--- src/design/htk_pkg.sv ---
`timescale 1ns / 1ps

// Shared types and constants for the HTTP request head tokenizer.
package htk_pkg;

    // Default width of the byte counters.
    localparam int COUNT_WIDTH_DEF = 13;

    // Fixed field widths.
    localparam int BYTE_W     = 8;
    localparam int LEN_W      = 13;
    localparam int APB_DATA_W = 32;
    localparam int APB_ADDR_W = 3;

    // Register map: the index bit of the byte address selects the register.
    localparam logic REG_IDX_MAX_LENGTH = 1'b0;

    // Configuration values.
    localparam logic [LEN_W-1:0] MAX_LENGTH_RESET = 13'd1024;
    localparam logic [LEN_W-1:0] MAX_LENGTH_MIN   = 13'd2;

    // Character codes.
    localparam logic [BYTE_W-1:0] CH_CR    = 8'h0D;
    localparam logic [BYTE_W-1:0] CH_LF    = 8'h0A;
    localparam logic [BYTE_W-1:0] CH_SP    = 8'h20;
    localparam logic [BYTE_W-1:0] CH_TAB   = 8'h09;
    localparam logic [BYTE_W-1:0] CH_COLON = 8'h3A;

    // CR LF CR LF closes the head.
    localparam logic [4*BYTE_W-1:0] HEAD_END = 32'h0D0A0D0A;

    // Parse phases.
    typedef enum logic [3:0] {
        PH_METHOD  = 4'd0,
        PH_GAP1    = 4'd1,
        PH_TARGET  = 4'd2,
        PH_GAP2    = 4'd3,
        PH_VERSION = 4'd4,
        PH_NAME    = 4'd5,
        PH_GAP3    = 4'd6,
        PH_VALUE   = 4'd7,
        PH_TRAIL   = 4'd8
    } phase_t;

    // Byte classes.
    typedef enum logic [2:0] {
        CLS_SEP     = 3'd0,
        CLS_METHOD  = 3'd1,
        CLS_TARGET  = 3'd2,
        CLS_VERSION = 3'd3,
        CLS_NAME    = 3'd4,
        CLS_VALUE   = 3'd5
    } token_class_t;

    // Head status.
    typedef enum logic [1:0] {
        ST_MORE = 2'd0,
        ST_DONE = 2'd1,
        ST_LONG = 2'd2,
        ST_BAD  = 2'd3
    } status_t;

    // One result item.
    typedef struct packed {
        logic [LEN_W-1:0] head_length;
        status_t          status;
        logic             token_end;
        token_class_t     token_class;
    } result_t;

endpackage

--- src/design/htk_cfg.sv ---
`timescale 1ns / 1ps

// APB register block holding max_length and deriving the line and head limits.
module htk_cfg #(
    parameter int COUNT_WIDTH = htk_pkg::COUNT_WIDTH_DEF,
    parameter int CMP_W = ((COUNT_WIDTH > htk_pkg::LEN_W) ? COUNT_WIDTH : htk_pkg::LEN_W) + 1
) (
    input  logic                            aclk,
    input  logic                            aresetn,
    input  logic                            psel,
    input  logic                            penable,
    input  logic                            pwrite,
    input  logic [htk_pkg::APB_ADDR_W-1:0]  paddr,
    input  logic [htk_pkg::APB_DATA_W-1:0]  pwdata,
    output logic [htk_pkg::APB_DATA_W-1:0]  prdata,
    output logic                            pready,
    output logic [CMP_W-1:0]                line_lim,
    output logic [CMP_W-1:0]                head_lim
);

    logic [htk_pkg::LEN_W-1:0] max_length_reg;
    logic [htk_pkg::LEN_W-1:0] max_length_next;
    logic                      sel_max_length;
    logic [htk_pkg::LEN_W-1:0] eff_len;
    logic [CMP_W-1:0]          eff_wide;
    logic [CMP_W-1:0]          eff_m1;
    logic [CMP_W-1:0]          count_max;

    assign pready         = 1'b1;
    assign sel_max_length = (paddr[2] == htk_pkg::REG_IDX_MAX_LENGTH);

    // Register write on the access cycle of a write transaction.
    always_comb begin
        max_length_next = max_length_reg;
        if (psel && penable && pwrite && pready && sel_max_length) begin
            max_length_next = pwdata[htk_pkg::LEN_W-1:0];
        end
    end

    always_ff @(posedge aclk) begin
        if (!aresetn) begin
            max_length_reg <= htk_pkg::MAX_LENGTH_RESET;
        end else begin
            max_length_reg <= max_length_next;
        end
    end

    // Read data.
    assign prdata = sel_max_length ? htk_pkg::APB_DATA_W'(max_length_reg) : '0;

    // Limits: small values act as the minimum, and both are capped at the counter maximum.
    assign count_max = {{(CMP_W-COUNT_WIDTH){1'b0}}, {COUNT_WIDTH{1'b1}}};
    assign eff_len   = (max_length_reg < htk_pkg::MAX_LENGTH_MIN) ?
                       htk_pkg::MAX_LENGTH_MIN : max_length_reg;
    assign eff_wide  = CMP_W'(eff_len);
    assign eff_m1    = eff_wide - CMP_W'(1);
    assign line_lim  = (eff_wide > count_max) ? count_max : eff_wide;
    assign head_lim  = (eff_m1 > count_max) ? count_max : eff_m1;

endmodule

--- src/design/htk_core.sv ---
`timescale 1ns / 1ps

// Parse state and the per-byte classification, one byte per step.
module htk_core #(
    parameter int COUNT_WIDTH = htk_pkg::COUNT_WIDTH_DEF,
    parameter int CMP_W = ((COUNT_WIDTH > htk_pkg::LEN_W) ? COUNT_WIDTH : htk_pkg::LEN_W) + 1
) (
    input  logic                        aclk,
    input  logic                        aresetn,
    input  logic                        step,
    input  logic [htk_pkg::BYTE_W-1:0]  data_byte,
    input  logic                        start_of_message,
    input  logic [CMP_W-1:0]            line_lim,
    input  logic [CMP_W-1:0]            head_lim,
    output htk_pkg::result_t            result
);

    localparam logic [COUNT_WIDTH-1:0] COUNT_MAX = {COUNT_WIDTH{1'b1}};

    htk_pkg::phase_t              phase_reg, phase_next, phase_cur;
    htk_pkg::status_t             sticky_reg, sticky_next, sticky_cur;
    logic [COUNT_WIDTH-1:0]       head_reg, head_next, head_cur;
    logic [COUNT_WIDTH-1:0]       line_reg, line_next, line_cur;
    logic                         tok_seen_reg, tok_seen_next, tok_seen_cur;
    logic                         absorb_reg, absorb_next, absorb_cur;
    logic [3*htk_pkg::BYTE_W-1:0] recent_reg, recent_next, recent_cur;
    logic [4*htk_pkg::BYTE_W-1:0] win;
    logic                         is_brk;
    logic                         is_sp;
    logic                         is_colon;
    htk_pkg::token_class_t        cls;
    logic                         tend;
    htk_pkg::status_t             st;

    assign is_brk   = (data_byte == htk_pkg::CH_CR) || (data_byte == htk_pkg::CH_LF);
    assign is_sp    = (data_byte == htk_pkg::CH_SP) || (data_byte == htk_pkg::CH_TAB);
    assign is_colon = (data_byte == htk_pkg::CH_COLON);

    // Start of message clears the parse state before this byte is looked at.
    always_comb begin
        if (start_of_message) begin
            phase_cur    = htk_pkg::PH_METHOD;
            sticky_cur   = htk_pkg::ST_MORE;
            head_cur     = '0;
            line_cur     = '0;
            tok_seen_cur = 1'b0;
            absorb_cur   = 1'b0;
            recent_cur   = '0;
        end else begin
            phase_cur    = phase_reg;
            sticky_cur   = sticky_reg;
            head_cur     = head_reg;
            line_cur     = line_reg;
            tok_seen_cur = tok_seen_reg;
            absorb_cur   = absorb_reg;
            recent_cur   = recent_reg;
        end
    end

    assign win = {recent_cur, data_byte};

    // Next state and result for the byte at hand.
    always_comb begin
        phase_next    = phase_cur;
        sticky_next   = sticky_cur;
        head_next     = head_cur;
        line_next     = line_cur;
        tok_seen_next = tok_seen_cur;
        absorb_next   = absorb_cur;
        recent_next   = recent_cur;
        cls           = htk_pkg::CLS_SEP;
        tend          = 1'b0;
        st            = htk_pkg::ST_MORE;

        if (sticky_cur != htk_pkg::ST_MORE) begin
            st = sticky_cur;
        end else begin
            head_next   = (head_cur == COUNT_MAX) ? head_cur : head_cur + COUNT_WIDTH'(1);
            recent_next = win[3*htk_pkg::BYTE_W-1:0];

            if (win == htk_pkg::HEAD_END) begin
                st = htk_pkg::ST_DONE;
            end else if (CMP_W'(head_next) >= head_lim) begin
                st = htk_pkg::ST_LONG;
            end else if (absorb_cur && is_brk) begin
                absorb_next = 1'b0;
            end else begin
                absorb_next = 1'b0;
                if (phase_cur == htk_pkg::PH_TRAIL || phase_cur > htk_pkg::PH_VALUE) begin
                    // After the empty line only completion and the head limit matter.
                end else if (is_brk) begin
                    if (line_cur == '0) begin
                        phase_next  = htk_pkg::PH_TRAIL;
                        absorb_next = 1'b1;
                    end else if (phase_cur == htk_pkg::PH_VERSION ||
                                 phase_cur == htk_pkg::PH_VALUE ||
                                 phase_cur == htk_pkg::PH_GAP3) begin
                        // A version or non-empty value is closed by the break.
                        tend          = (phase_cur != htk_pkg::PH_GAP3);
                        phase_next    = htk_pkg::PH_NAME;
                        line_next     = '0;
                        tok_seen_next = 1'b0;
                        absorb_next   = 1'b1;
                    end else begin
                        st = htk_pkg::ST_BAD;
                    end
                end else begin
                    line_next = (line_cur == COUNT_MAX) ? line_cur : line_cur + COUNT_WIDTH'(1);
                    if (CMP_W'(line_next) >= line_lim) begin
                        st = htk_pkg::ST_LONG;
                    end else begin
                        unique case (phase_cur)
                            htk_pkg::PH_METHOD: begin
                                if (is_sp) begin
                                    if (!tok_seen_cur) begin
                                        st = htk_pkg::ST_BAD;
                                    end else begin
                                        tend          = 1'b1;
                                        phase_next    = htk_pkg::PH_GAP1;
                                        tok_seen_next = 1'b0;
                                    end
                                end else begin
                                    cls           = htk_pkg::CLS_METHOD;
                                    tok_seen_next = 1'b1;
                                end
                            end
                            htk_pkg::PH_GAP1: begin
                                if (!is_sp) begin
                                    cls        = htk_pkg::CLS_TARGET;
                                    phase_next = htk_pkg::PH_TARGET;
                                end
                            end
                            htk_pkg::PH_TARGET: begin
                                if (is_sp) begin
                                    tend       = 1'b1;
                                    phase_next = htk_pkg::PH_GAP2;
                                end else begin
                                    cls = htk_pkg::CLS_TARGET;
                                end
                            end
                            htk_pkg::PH_GAP2: begin
                                if (!is_sp) begin
                                    cls        = htk_pkg::CLS_VERSION;
                                    phase_next = htk_pkg::PH_VERSION;
                                end
                            end
                            htk_pkg::PH_VERSION: begin
                                cls = htk_pkg::CLS_VERSION;
                            end
                            htk_pkg::PH_NAME: begin
                                if (is_colon) begin
                                    tend       = 1'b1;
                                    phase_next = htk_pkg::PH_GAP3;
                                end else begin
                                    cls = htk_pkg::CLS_NAME;
                                end
                            end
                            htk_pkg::PH_GAP3: begin
                                if (!(is_sp || is_colon)) begin
                                    cls        = htk_pkg::CLS_VALUE;
                                    phase_next = htk_pkg::PH_VALUE;
                                end
                            end
                            default: begin
                                cls = htk_pkg::CLS_VALUE;
                            end
                        endcase
                    end
                end
            end

            // Any final status sticks and blanks the classification.
            if (st != htk_pkg::ST_MORE) begin
                sticky_next = st;
                cls         = htk_pkg::CLS_SEP;
                tend        = 1'b0;
            end
        end
    end

    // Result fields.
    always_comb begin
        result.token_class = cls;
        result.token_end   = tend;
        result.status      = st;
        result.head_length = (st == htk_pkg::ST_DONE) ? htk_pkg::LEN_W'(head_next) : '0;
    end

    // State registers advance once per processed byte.
    always_ff @(posedge aclk) begin
        if (!aresetn) begin
            phase_reg    <= htk_pkg::PH_METHOD;
            sticky_reg   <= htk_pkg::ST_MORE;
            head_reg     <= '0;
            line_reg     <= '0;
            tok_seen_reg <= 1'b0;
            absorb_reg   <= 1'b0;
            recent_reg   <= '0;
        end else if (step) begin
            phase_reg    <= phase_next;
            sticky_reg   <= sticky_next;
            head_reg     <= head_next;
            line_reg     <= line_next;
            tok_seen_reg <= tok_seen_next;
            absorb_reg   <= absorb_next;
            recent_reg   <= recent_next;
        end
    end

endmodule

--- src/design/http_request_head_tokenizer.sv ---
`timescale 1ns / 1ps

// HTTP request head tokenizer: takes one byte of a request head per clock on the
// s_ stream while the result stream is not stalled and returns, for every byte, its
// token class, a token end flag, the sticky head status and, on completion, the
// head length including CR LF CR LF. A byte is registered at acceptance and its
// result is registered when the held byte advances into the result register, so
// new bytes keep being taken as long as results are drained.
// Setting s_tuser high with a byte clears the parse state before that byte.
// The user writes max_length over APB only while the stream is idle; the block does not enforce it.
module http_request_head_tokenizer #(
    parameter int COUNT_WIDTH = htk_pkg::COUNT_WIDTH_DEF
) (
    input  logic                            aclk,
    input  logic                            aresetn,
    // Input stream.
    input  logic                            s_tvalid,
    output logic                            s_tready,
    input  logic [7:0]                      s_tdata,   // [7:0] data_byte
    input  logic [0:0]                      s_tuser,   // [0] start_of_message
    // Result stream.
    output logic                            m_tvalid,
    input  logic                            m_tready,
    output logic [23:0]                     m_tdata,   // [2:0] token_class, [3] token_end,
                                                       // [5:4] status, [18:6] head_length
    // Configuration port.
    input  logic                            psel,
    input  logic                            penable,
    input  logic                            pwrite,
    input  logic [htk_pkg::APB_ADDR_W-1:0]  paddr,
    input  logic [htk_pkg::APB_DATA_W-1:0]  pwdata,
    output logic [htk_pkg::APB_DATA_W-1:0]  prdata,
    output logic                            pready
);

    localparam int CMP_W = ((COUNT_WIDTH > htk_pkg::LEN_W) ? COUNT_WIDTH : htk_pkg::LEN_W) + 1;

    logic                       in_valid_reg, in_valid_next;
    logic [htk_pkg::BYTE_W-1:0] in_byte_reg;
    logic                       in_som_reg;
    logic                       out_valid_reg, out_valid_next;
    htk_pkg::result_t           out_reg;
    htk_pkg::result_t           core_result;
    logic                       advance;
    logic [CMP_W-1:0]           line_lim;
    logic [CMP_W-1:0]           head_lim;

    htk_cfg #(
        .COUNT_WIDTH (COUNT_WIDTH),
        .CMP_W       (CMP_W)
    ) u_cfg (
        .aclk     (aclk),
        .aresetn  (aresetn),
        .psel     (psel),
        .penable  (penable),
        .pwrite   (pwrite),
        .paddr    (paddr),
        .pwdata   (pwdata),
        .prdata   (prdata),
        .pready   (pready),
        .line_lim (line_lim),
        .head_lim (head_lim)
    );

    htk_core #(
        .COUNT_WIDTH (COUNT_WIDTH),
        .CMP_W       (CMP_W)
    ) u_core (
        .aclk             (aclk),
        .aresetn          (aresetn),
        .step             (advance),
        .data_byte        (in_byte_reg),
        .start_of_message (in_som_reg),
        .line_lim         (line_lim),
        .head_lim         (head_lim),
        .result           (core_result)
    );

    // The held byte moves on when the result register is free or being emptied.
    assign advance  = in_valid_reg && (!out_valid_reg || m_tready);
    assign s_tready = !in_valid_reg || advance;

    always_comb begin
        in_valid_next = in_valid_reg;
        if (s_tready) begin
            in_valid_next = s_tvalid;
        end
        out_valid_next = out_valid_reg;
        if (advance) begin
            out_valid_next = 1'b1;
        end else if (m_tready) begin
            out_valid_next = 1'b0;
        end
    end

    // Pipeline control.
    always_ff @(posedge aclk) begin
        if (!aresetn) begin
            in_valid_reg  <= 1'b0;
            out_valid_reg <= 1'b0;
        end else begin
            in_valid_reg  <= in_valid_next;
            out_valid_reg <= out_valid_next;
        end
    end

    // Payload registers.
    always_ff @(posedge aclk) begin
        if (s_tvalid && s_tready) begin
            in_byte_reg <= s_tdata;
            in_som_reg  <= s_tuser[0];
        end
        if (advance) begin
            out_reg <= core_result;
        end
    end

    assign m_tvalid = out_valid_reg;
    assign m_tdata  = {5'b0, out_reg.head_length, out_reg.status,
                       out_reg.token_end, out_reg.token_class};

    // A finished head always spans at least the four closing bytes.
    assert property (@(posedge aclk) disable iff (!aresetn)
        (m_tvalid && out_reg.status == htk_pkg::ST_DONE) |-> (out_reg.head_length >= 13'd4))
        else $error("head complete with a length below four bytes");

    // A final status never comes with a token class or token end.
    assert property (@(posedge aclk) disable iff (!aresetn)
        (m_tvalid && out_reg.status != htk_pkg::ST_MORE) |->
        (out_reg.token_class == htk_pkg::CLS_SEP && !out_reg.token_end))
        else $error("token tagged on a byte with a final status");

    // With both stages full and the result stalled no new byte may be taken.
    assert property (@(posedge aclk) disable iff (!aresetn)
        (in_valid_reg && m_tvalid && !m_tready) |-> !s_tready)
        else $error("input taken while the pipeline is stalled and full");

endmodule

--- config.mk ---
export PLATFORM = sky130hd
export DESIGN_NAME = http_request_head_tokenizer
export DESIGN_NICKNAME = d
export VERILOG_FILES = /design/src/design/htk_pkg.sv /design/src/design/htk_cfg.sv /design/src/design/htk_core.sv /design/src/design/http_request_head_tokenizer.sv
export SDC_FILE = /design/constraint.sdc
export NUM_CORES = 1
export LEC_CHECK = 0
export ABC_AREA = 1
export BUFFER_PORTS_ARGS = -buffer_cell sky130_fd_sc_hd__buf_4
export CORE_ASPECT_RATIO = 0.6
export CORE_MARGIN = 5
export CORE_UTILIZATION = 30
export DETAILED_ROUTE_END_ITERATION = 16
export GPL_ROUTABILITY_DRIVEN = 1
export PLACE_DENSITY_LB_ADDON = 0.15
export RECOVER_POWER = 25
export SYNTH_ARGS = -nofsm -noshare
export SYNTH_HDL_FRONTEND = slang
export SYNTH_SLANG_ARGS = --single-unit
--- constraint.sdc ---
create_clock -name aclk -period 5.6 [get_ports aclk]
set_clock_uncertainty 0.1 [all_clocks]
set_input_delay 1.12 -clock aclk [delete_from_list [all_inputs] [get_ports aclk]]
set_output_delay 1.12 -clock aclk [all_outputs]
set_load 0.01 [all_outputs]
# Word-level counts from Yosys, hierarchy flattened

Index checks and enable logic that the tools add are counted.
Widths: inputs -> output; s select.

Register bits: 101
ROM bits: 0
Memories: 0
Bits of input ports: 51
Latch bits: 0
Output and inout port bits: 59
RAM bits: 0
Logic and storage cells: 159

Reduce and logical (&&, ||, !) cells: 24
Eq/ne operators: 18
Shift operators: 0
$add $sub $neg: 3
$mul: 0
Muxes and demuxes: 91
Bitwise gates (word level): 1
Magnitude comparators: 6
Divide/modulo/power cells: 0

Operator list:

| cell                  | number |
|---|---|
| $mux 13               | 16 |
| $mux 4                | 17 |
| $mux 24               | 2 |
| $mux 2                | 18 |
| $eq 32x28->1 const B  | 1 |
| $mux 1                | 32 |
| $add 13x1->13 const B | 2 |
| $eq 13x13->1 const B  | 2 |
| $eq 8x4->1 const B    | 3 |
| $pmux 4 s6            | 1 |
| $pmux 3 s6            | 1 |
| $eq 4x3->1 const B    | 4 |
| $eq 8x6->1 const B    | 2 |
| $ge 13x14->1          | 1 |
| $gt 14x13->1 const B  | 1 |
| $mux 14               | 1 |
| $sub 13x1->14 const B | 1 |
| $ge 13x13->1          | 1 |
| $gt 13x13->1 const B  | 1 |
| $logic_not 13->1      | 1 |
| $lt 13x2->1 const B   | 1 |
| $eq 4x2->1 const B    | 2 |
| $logic_or 1x1->1      | 8 |
| $reduce_or 8->1       | 1 |
| 14 further kinds      | 23 |

# Logic depth before layout (Yosys ltp)

Gate-level depths: netlist (run 1).

Word-level depth: 15
Depth in mapped cells: 30
Depth with buffers taken out: 27

# Modules after synthesis

Synthesis (run 1) repeated with hierarchy kept, for this count alone.

Cells, all modules: 1239
Area, all modules: 7991.4 um^2

By module, submodules not included:

| module                      | times used | area each (um^2) | sequential area each (um^2) | cells each |
|---|---|---|---|---|
| htk_core                    | 1          | 5906.9           | 1161.1                      | 1016 |
| htk_cfg                     | 1          | 1107.3           | 260.2                       | 176 |
| http_request_head_tokenizer | 1          | 977.2            | 880.8                       | 47 |

# Worst setup path before layout (run 1)

Ideal clock, no wire load.

Path type: register to register
Start: register in_som_reg
End: register out_reg (netlist bit m_tdata[11]) (data pin)
Data arrival time: 3908 ps
Buffers on the path: 5
Stages on the path, launching flop included: 28
Slack: 1454 ps
Period minus slack after synthesis: 4146 ps
Data required time: 5361 ps
Cell sequence: edfxtp_1 buf_6 buf_6 buf_2 buf_1 nor2_1 ha_1 nand4_1 inv_1 nand4_1 nand2_1 nor2_1 nand3_1 xor2_1 ha_1 nand2_1 o21bai_1 a21oi_1 nor3_1 nand3_1 nor2_1 nand2_1 o21ai_2 nand2_1 nand2_2 nand2_2 buf_6 nor2_1

RTL lines:

| element                  | line                               | RTL |
|---|---|---|
| start: declaration       | http_request_head_tokenizer.sv:40  | `logic in_som_reg;` |
| start signal: assignment | http_request_head_tokenizer.sv:111 | `in_som_reg <= s_tuser[0];` |
| end signal: assignment   | http_request_head_tokenizer.sv:114 | `out_reg <= core_result;` |
| end: declaration         | http_request_head_tokenizer.sv:42  | `htk_pkg::result_t out_reg;` |

==> impl_metrics.yaml, run 1 <==
critical_path:
  endpoint_kind: "flop"
  cp-start-kind: "flop"
  r2r_slack_ps: 770
  crit_fanout: 18
  criticalPathCategory: "flop to flop"
  timing.rr.start: "in_som_reg$_DFFE_PP_"
  r2r_end: "m_tdata[11]$_SDFFCE_PP0P_"
  reg2reg_depth: 21
  cp.arrival_ps: 4960
  required_ps: 5730
routing:
  drt_pass1_iterations: 7
  routed_wl_um: 23400
  drt_iter0_markers: 700
  wl_per_cell_um: 15.7
  ant_nets: 0
  viasPerCell: 4.93
  vias: 7348
  remaining_drc_errors: 0
global_route:
  antenna_found_initial: 0
  top_usage_layer: "met1"
  gr-usage-met1_pct: 27.8
  met2_usage_pct: 22.0
  overflow: 0
  use_met3_pct: 3.21
  grt_pass1_vias: 6795
  track_usage_pct: 16.8
  grt_pass1_wl_um: 37700
  grt_max_degree: 64
place:
  hpwl_um: 17500
  io_buffers: 63
  dp.cells: 1474
  globalplace.congestion: 0.895
clocking:
  numClockSinks: 101
  hold_buffers: 0
  cts-root-buf: "clkbuf_16"
  h-tree-depth: 3
  numCtsBuffers: 9
  clk_path_buf_depth: 2
  cts_tree: "built"
  cts_resized: 0
  post-cts-setup-buffers: 0
  clkTransAtPathRegs_ps: 80
  insertion_delay_ps: 380
finish:
  antenna_cells: 0
  layout.cells.non_filler: 1490
  drive_above_1_share_pct: 9.76
  nets: 1245
  area_growth_pct: 11.9
  final_util_pct: 34.2
  largest_reg_flops: 24
timing:
  holdWs_ps: 373
  finalCriticalPeriod_ps: 4830
  rsz0062_at_grt: "false"
  timing.final.crit_share_pct: 86.2
  drv_slew: 58
  tightest_slew_ps: 2670
  fmax_mhz: 207
  slew_headroom_pct: -78.0
  finalHoldViolations: 0
  setup_viol: 0
  finalSetupTns_ps: 0
synth:
  netlist_instances: 1120
  ys_seq_area_share_pct: 31.0
  syn_area_mm2: 0.00743
  synth_common_cells: "nand2_1, inv_1, nor2_1"
  ys_warn_count: 0
  syn_area_per_cell_um2: 6.63
  ys.flop_type: "dfxtp_1"
  post-synth-top-area-fraction_pct: 19.7
  synth_cell_type_count: 46
  synth_area_leaders: "dfxtp_1, edfxtp_1, nand2_1"
  ys_seq_elements: 101
  synth_edf_count: 28
  synth_area_leader_cell: "dfxtp_1"
  async_flop_share_pct: 0
  yosys.cell_count.top_type: "nand2_1"
min_path:
  hp-class: "flop to flop"
  hold_end: "u_core.line_reg[4]$_SDFFE_PN0P_"
  hp-start: "u_core.line_reg[4]$_SDFFE_PN0P_"
  hold_path_depth: 2
status:
  status: "finished, violations left"
  violations: "capacitance limit, slew limit"
floorplan:
  design.portCount: 110
  start_util_pct: 30.6
  core_area_mm2: 0.0243
  num_rows: 44
  dieArea_mm2: 0.0281
  die_w_um: 213
  dieHeight_um: 132
flow_run:
  max_cap_violations: 1
power_and_ir_drop:
  power.density_mw_per_mm2: 223
  peakVddDrop_uv: 130
  p_total_uw: 1860
  p_leak_uw: 0.00377
-- cells by family after synthesis --
| logic type | share of synthesized area [%] |
|---|---|
| simple gates | 28.8 |
| compound gates | 18.2 |
| buf+inv | 13.5 |
| flops | 31.0 |
| fa+ha+maj | 5.22 |
| xor+xnor | 3.18 |
| other cells | 0.101 |
-- cells in the final DEF, fill, tap and decap left out, types with 25 or more instances in the layout --
master    Yosys  layout
a21oi_1      90      90
buf_4        26      46
conb_1        2      25
dfxtp_1      73      73
edfxtp_1     28      28
ha_1         31      31
inv_1       151     151
nand2_1     206     206
nand3_1      54      54
nand4_1      25      25
nor2_1      137     137
nor3_1       28      28
o211ai_1     30      30
o21ai_0      98      98
-- routing by layer --
| layer | vias up | wire, um |
|---|---|---|
| met3 | 17 | 1480 |
| met5 | - | 0 |
| li1 | 3754 | - |
| met2 | 205 | 8960 |
| met4 | 0 | 192 |
| met1 | 3372 | 12800 |
-- worst max-delay path: stages (launching register included) --
cell	delay [ps]
edfxtp_1	640
inv_6	280
buf_4	210
nand2_1	110
nor3_1	270
nand2_1	140
nor2_1	250
nand3_1	130
xor2_1	310
ha_1	310
nand2_1	110
o21bai_1	120
a21oi_1	80
nor3_1	130
nand3_1	300
nor2_1	240
nand2_1	120
o21ai_2	210
nand2_1	90
nand2_2	90
nand2_2	230
nor2_1	170
-- worst max-delay path by stage --
stage                     slack, ps                        end                            startpoint
after floorplan                1450  m_tdata[11]$_SDFFCE_PP0P_                  in_som_reg$_DFFE_PP_
after global placement          840  m_tdata[18]$_SDFFCE_PP0P_                  in_som_reg$_DFFE_PP_
after detailed placement        810  m_tdata[11]$_SDFFCE_PP0P_                  in_som_reg$_DFFE_PP_
after CTS                       780  m_tdata[11]$_SDFFCE_PP0P_                  in_som_reg$_DFFE_PP_
after global routing            290  m_tdata[11]$_SDFFCE_PP0P_  u_cfg.max_length_reg[7]$_SDFFE_PN0P_
final                           770  m_tdata[11]$_SDFFCE_PP0P_                  in_som_reg$_DFFE_PP_
-- per-stage QoR --
stage	worst slack (ps)	cell area, um^2
final	773	8310
after global routing	295	8310
after CTS	783	8390
after detailed placement	812	8090
after global placement	838	8090
after floorplan	1450	7510
-- where the power goes --
part | internal (uW) | total [uW] | leakage (uW) | switching, uW
Clock | 354 | 682 | 0.000150 | 328
Sequential | 789 | 816 | 0.000876 | 27.0
Combinational | 115 | 359 | 0.00274 | 244
Total | 1260 | 1860 | 0.00377 | 599
-- area by class of cell --
cell class	count	area, um^2
fillers	2694	16000
inverters	157	594
clock inverters	7	80.1
multi-input cells	817	4210
repair buffers	77	499
well taps	322	403
flip-flops and latches	101	2300
clock buffers	9	225
Note: power is estimated with default switching activity, not from simulation.
==> inputs of run 2 (changes only) <==
--- a/config.mk
+++ b/config.mk
@@ -14,3 +14,3 @@
 export GPL_ROUTABILITY_DRIVEN = 1
-export PLACE_DENSITY_LB_ADDON = 0.15
+export PLACE_DENSITY_LB_ADDON = 0.08
 export RECOVER_POWER = 25
@@ -18,2 +18,3 @@
 export SYNTH_HDL_FRONTEND = slang
+export SYNTH_HIERARCHICAL = 1
 export SYNTH_SLANG_ARGS = --single-unit
==> constraint.sdc (replaced) <==
create_clock -name aclk -period 5.6 [get_ports aclk]
set_clock_uncertainty 0.1 [all_clocks]
set_input_delay 0.56 -clock aclk [delete_from_list [all_inputs] [get_ports aclk]]
set_output_delay 0.56 -clock aclk [all_outputs]
set_load 0.01 [all_outputs]
==> impl_metrics.yaml, run 2 <==
global_route:
  grt_pass1_wl_um: 41400
  overflow: 0
  antenna_found_initial: 0
  grt_pass1_vias: 7088
  grt_max_degree: 61
  track_usage_pct: 17.8
synth:
  ys_seq_area_share_pct: 28.8
  syn_area_mm2: 0.00799
  post-synth-top-area-fraction_pct: 18.3
  synth-adder-area-share_pct: 4.70
  syn_area_per_cell_um2: 6.45
  netlist_instances: 1239
  ys_seq_elements: 101
  synth_edf_count: 28
  synth_compound_area_share_pct: 15.0
  synth_cell_type_count: 48
  synth-xor-area-share_pct: 1.97
  synthSimpleGateAreaFrac_pct: 34.0
  ys_warn_count: 6
  synth_mux_area_share_pct: 0
  ys.flop_type: "dfxtp_1"
  yosys.cell_count.top_type: "nand2_1"
  synth_area_leader_cell: "dfxtp_1"
  synth_common_cells: "nand2_1, inv_1, nor2_1"
  synth_top_family_by_area: "simple AND/OR/NAND/NOR gates"
  synth_area_leaders: "dfxtp_1, nand2_1, edfxtp_1"
  async_flop_share_pct: 0
routing:
  wl_met2_um: 9690
  routed_wl_um: 26000
  drt-met1-wl_um: 14500
  drt_pass1_iterations: 5
  ant_nets: 0
  viasPerCell: 4.76
  remaining_drc_errors: 0
  wl_per_cell_um: 16.0
  highest_layer: "met4"
  vias: 7755
  wl_met3_um: 1640
  drt_iter0_markers: 626
critical_path:
  cp_top_family: "simple AND/OR/NAND/NOR gates"
  required_ps: 5730
  cp.arrival_ps: 4850
  critPathMostFrequentCell: "nand2_1"
  cp_cell_sequence: "inv_6 > nand2_2 > nor2_2 > nand3_1 > nor2_2 > nand2_1 > o21ai_1 > ha_1 > nand2_1 > inv_1 > nand2_1 > nand2_1 > a21oi_1 > nand3_1 > o21ai_1 > nand2_1 > nand2_1 > nand2_1 > nand2_2 > nand2_4 > nor2_1"
  crit_fanout: 40
  cp.buffers_inverters: 2
  cp-start-kind: "flop"
  criticalPathCategory: "flop to flop"
  startpoint: "in_som_reg$_DFFE_PP_"
  max_stage_delay_ps: 450
  endpoint_kind: "flop"
  timing.rr.start: "in_som_reg$_DFFE_PP_"
  cp_slowest_cell: "edfxtp_1"
status:
  status: "finished, violations left"
  violations: "capacitance limit, slew limit"
timing:
  fmax_mhz: 212
  finalHoldViolations: 0
  finalCriticalPeriod_ps: 4720
  tightest_slew_ps: 2870
  finalSetupTns_ps: 0
  setup_viol: 0
  drv_slew: 104
  rsz0062_at_grt: "false"
  timing.final.crit_share_pct: 84.3
  slew_headroom_pct: -91.5
  layout_setup_ws_ps: 880
finish:
  area_growth_pct: 10.5
  largest_reg_flops: 24
  final_cell_mix: "nand2_1, inv_1, nor2_1"
  nFillCells: 2966
  drive_above_1_share_pct: 12.6
  antenna_cells: 0
  nets: 1344
  final_common_cell: "nand2_1"
clocking:
  cts-root-buf: "clkbuf_16"
  clk_path_buf_depth: 2
  hold_buffers: 0
  cts_resized: 0
  clkTransAtPathRegs_ps: 80
  insertion_delay_ps: 390
  post-cts-setup-buffers: 0
  numClockSinks: 101
  h-tree-depth: 3
  cts_tree: "built"
  numCtsBuffers: 9
floorplan:
  design.portCount: 110
  core_area_mm2: 0.0263
  start_util_pct: 30.4
  dieHeight_um: 136
  dieArea_mm2: 0.0301
  die_w_um: 221
  num_rows: 46
place:
  hpwl_um: 19300
  io_buffers: 63
  globalplace.congestion: 0.924
  dp_slack_ps: 946
power_and_ir_drop:
  power.density_mw_per_mm2: 221
  p_leak_uw: 0.00420
  peakVddDrop_uv: 113
flow_run:
  max_cap_violations: 2
min_path:
  hp-class: "primary input to flop"
  hp-start: "s_tdata[5]"
==> run 2: cell count changes in the layout (fill, tap and decap cells not counted), sizes merged, moves of 10 or more <==
cell / change
nand2: +83
inv: +37
nand3: +22
clkbuf: -16
nor2: +16
o21ai: -16
buf: +10
xor2: -10
==> run 2: worst paths after layout <==
path,endpoint,slack (ps),depth (start not counted)
hold / removal,in_byte_reg[5]$_DFFE_PP_,270,1
setup reg to reg,m_tdata[7]$_DFFE_PP_,880,21
hold reg to reg,u_core/absorb_reg$_SDFFE_PN0P_,370,2
setup / recovery,m_tdata[7]$_DFFE_PP_,880,21
==> run 2: kinds of logic after synthesis <==
group | after synthesis
DFF | 101
and+or+nand+nor | 602
other | 3
buffers and inverters | 274
adders and majority gates | 30
AOI/OAI and AO/OA | 211
xor gates and xnor gates | 18
==> run 2: metal layers <==
layer | up-vias | GRT usage (%)
met4 | 0 | 2.96
met1 | 3568 | 29.8
met3 | 10 | 4.25
met2 | 199 | 22.2
met5 | - | 0
li1 | 3978 | -
==> run 2: final cells by class <==
cell class	count	area [um^2]	share of cell area (%)
multi-input cells	888	4560	51.6
flip-flops and latches	101	2300	26.1
inverters	192	726	8.22
repair buffers	71	507	5.74
well taps	360	450	5.10
clock buffers	9	225	2.55
clock inverters	7	63.8	0.723
==> run 2: report_power, final <==
part | total (uW) | leakage [uW] | internal (uW) | switching (uW)
combinational | 469 | 0.00320 | 147 | 322
sequential | 830 | 0.000864 | 796 | 33.1
clock | 650 | 0.000142 | 314 | 336
==> run 2: worst reg2reg max path, cell delays in order, from the launching register on <==
cell and delay (ps):
edfxtp_1 450, inv_6 350, nand2_2 180, nor2_2 290
nand3_1 270, nor2_2 170, nand2_1 340, o21ai_1 270
ha_1 260, nand2_1 120, inv_1 50, nand2_1 60
nand2_1 50, a21oi_1 300, nand3_1 330, o21ai_1 210
nand2_1 90, nand2_1 100, nand2_1 90, nand2_2 90
nand2_4 220, nor2_1 160
==> run 2: through the flow <==
| step | cell area (um^2) | instances | hold slack (ps) | power [uW] | util (%) |
|---|---|---|---|---|---|
| global route | 8830 | 1628 | 239 | 2090 | 33.6 |
| finish | 8830 | 1628 | 269 | 1950 | 33.6 |
| floorplan | 8080 | 1263 | 344 | 1190 | - |
| global placement | 8570 | 1612 | 354 | 1310 | 32.6 |
| detailed placement | 8570 | 1612 | 357 | 1310 | 32.6 |
| CTS | 8860 | 1628 | 221 | 1990 | 33.7 |
==> inputs of run 3 (changes only) <==
Settings changed: ABC_AREA 1 to 0.
Clock period 5.6 ns to 4.6 ns, I/O delays scaled along.
==> impl_metrics.yaml, run 3 <==
timing:
  fmax_mhz: 221
  finalSetupTns_ps: 0
  drv_slew: 19
  rsz0062_at_grt: "true"
  setup_viol: 0
  finalHoldViolations: 0
  slew_headroom_pct: -12.8
  tightest_slew_ps: 1690
  finalCriticalPeriod_ps: 4520
  timing.final.crit_share_pct: 98.4
finish:
  nFillCells: 2460
  final_common_cell: "nand2_1"
  largest_reg_flops: 24
  nets: 1035
  area_growth_pct: 18.3
  antenna_cells: 0
  multi_input_area_mm2: 0.00441
  final_cell_mix: "nand2_1, buf_4, nor2_1"
  regArea_mm2: 0.00230
  drive_above_1_share_pct: 19.1
  final_util_pct: 36.3
global_route:
  grt_max_degree: 32
  use_met3_pct: 3.29
  gr-usage-met1_pct: 27.9
  grt_pass1_wl_um: 35400
  met2_usage_pct: 20.8
  top_usage_layer: "met1"
  track_usage_pct: 16.4
  grt_pass1_vias: 6002
  antenna_found_initial: 0
  overflow: 0
synth:
  yosys.cell_count.top_type: "nand2_1"
  synth_area_leaders: "dfxtp_1, edfxtp_1, ha_1"
  netlist_instances: 892
  async_flop_share_pct: 0
  syn_area_per_cell_um2: 7.97
  post-synth-top-area-fraction_pct: 20.6
  syn_area_mm2: 0.00711
  ys.flop_type: "dfxtp_1"
  ys_seq_area_share_pct: 32.4
  ys_seq_elements: 101
  ys_warn_count: 6
  synth_cell_type_count: 89
  synth_area_leader_cell: "dfxtp_1"
  synth_edf_count: 28
  synth_common_cells: "nand2_1, nor2_1, dfxtp_1"
routing:
  drt_pass1_iterations: 5
  remaining_drc_errors: 0
  vias: 6581
  drt_iter0_markers: 473
  wl_per_cell_um: 17.7
  routed_wl_um: 22500
  viasPerCell: 5.17
  ant_nets: 0
floorplan:
  start_util_pct: 30.7
  core_area_mm2: 0.0232
  design.portCount: 110
  num_rows: 43
  die_w_um: 209
  dieHeight_um: 129
  dieArea_mm2: 0.0270
min_path:
  hp-class: "primary input to flop"
status:
  status: "finished, violations left"
  violations: "capacitance limit, slew limit"
place:
  io_buffers: 63
  hpwl_um: 16700
  globalplace.congestion: 0.825
clocking:
  cts-root-buf: "clkbuf_16"
  numCtsBuffers: 9
  cts_tree: "built"
  insertion_delay_ps: 370
  clkTransAtPathRegs_ps: 70
  numClockSinks: 101
  clk_path_buf_depth: 2
  h-tree-depth: 3
  hold_buffers: 0
flow_run:
  max_cap_violations: 1
power_and_ir_drop:
  power.density_mw_per_mm2: 242
  p_leak_uw: 0.00332
  peakVddDrop_uv: 186
critical_path:
  required_ps: 4760
  cp.arrival_ps: 4680
  endpoint_kind: "flop"
  crit_fanout: 6
  cp-start-kind: "flop"
  criticalPathCategory: "flop to flop"
[run 3: cell count changes in the layout (fill, tap and decap cells not counted), moves of 23 or more]
cell,change
a21oi_1,-26
buf_4,+35
inv_1,-138
nand2_1,-185
nand3_1,-44
nor2_1,-55
nor2b_1,+23
o21ai_0,-29
[run 3: cell families after synthesis]
family / Yosys count / share of synthesized area, %
compound gates: 224 / 21.2
other cells: 3 / 0.158
xor+xnor: 33 / 4.06
flops: 101 / 32.4
buf+inv: 133 / 9.29
fa+ha+maj: 30 / 5.28
mux: 7 / 1.00
simple gates: 361 / 26.6
[run 3: critical path, stage by stage, from the launching register on]
cell      delay [ps]
dfxtp_2          320
or4_4            530
or4_4            540
o31ai_4          280
ha_2             250
nand2b_4         100
nor3_4           170
xor2_1           190
inv_1            100
ha_4             290
nor2_4            40
nor3_4           190
nand3b_1         140
o22ai_2          100
buf_6            140
buf_6            130
and3_4           170
buf_6            120
a221o_1          290
a22o_1           200
[run 3: final timing paths]
check | to | cells past startpoint | start | slack (ps)
worst max-delay path | u_core/line_reg[5]$_SDFFE_PN0P_ | 19 | u_cfg/max_length_reg[10]$_SDFFE_PN1P_ | 80
worst min-delay path | in_byte_reg[2]$_DFFE_PP_ | 1 | s_tdata[2] | 190
worst max register to register | u_core/line_reg[5]$_SDFFE_PN0P_ | 19 | u_cfg/max_length_reg[10]$_SDFFE_PN1P_ | 80
worst min register to register | u_core/recent_reg[0]$_SDFFE_PN0P_ | 2 | u_core/recent_reg[0]$_SDFFE_PN0P_ | 350
[run 3: power by group]
part           internal, uW  total (uW)  leakage (uW)  switching [uW]
combinational           100         268       0.00232             167
sequential              937         959      0.000852            22.3
clock                   439         808      0.000146             369
total                  1480        2040       0.00332             559
[run 3: cell type report]
cell class | count | area share, %
clock inverters | 5 | 0.714
clock buffers | 11 | 2.89
well taps | 315 | 4.69
flip-flops and latches | 101 | 27.4
repair buffers | 117 | 10.0
multi-input cells | 682 | 52.4
inverters | 43 | 1.92
[run 3: per-layer routing]
layer | vias up | part of all wire (%) | wire length, um
met3 | 12 | 4.2 | 944
met1 | 3170 | 57 | 12900
met4 | 0 | 0.53 | 120
met2 | 138 | 38 | 8510
met5 | - | 0 | 0
li1 | 3261 | - | -
[run 3: what timing repair did]
action | 4_1_cts | 5_1_grt
resized for setup | 1 | 41
pin swaps | 0 | 17
setup endpoints to repair | 1 | 21
buffers inserted | 0 | 4
[run 3: through the flow]
stage                     instance area, um^2  std cells  worst slack (ps)  hold slack, ps  total power (uW)
after floorplan                          7200        916               209             332              1150
after global placement                   7950       1254              73.7             344              1240
after detailed placement                 7950       1254              31.0             346              1230
after CTS                                8260       1270              10.5             150              2050
after global routing                     8410       1274             -96.0             170              2130
final                                    8410       1274              75.7             189              2040
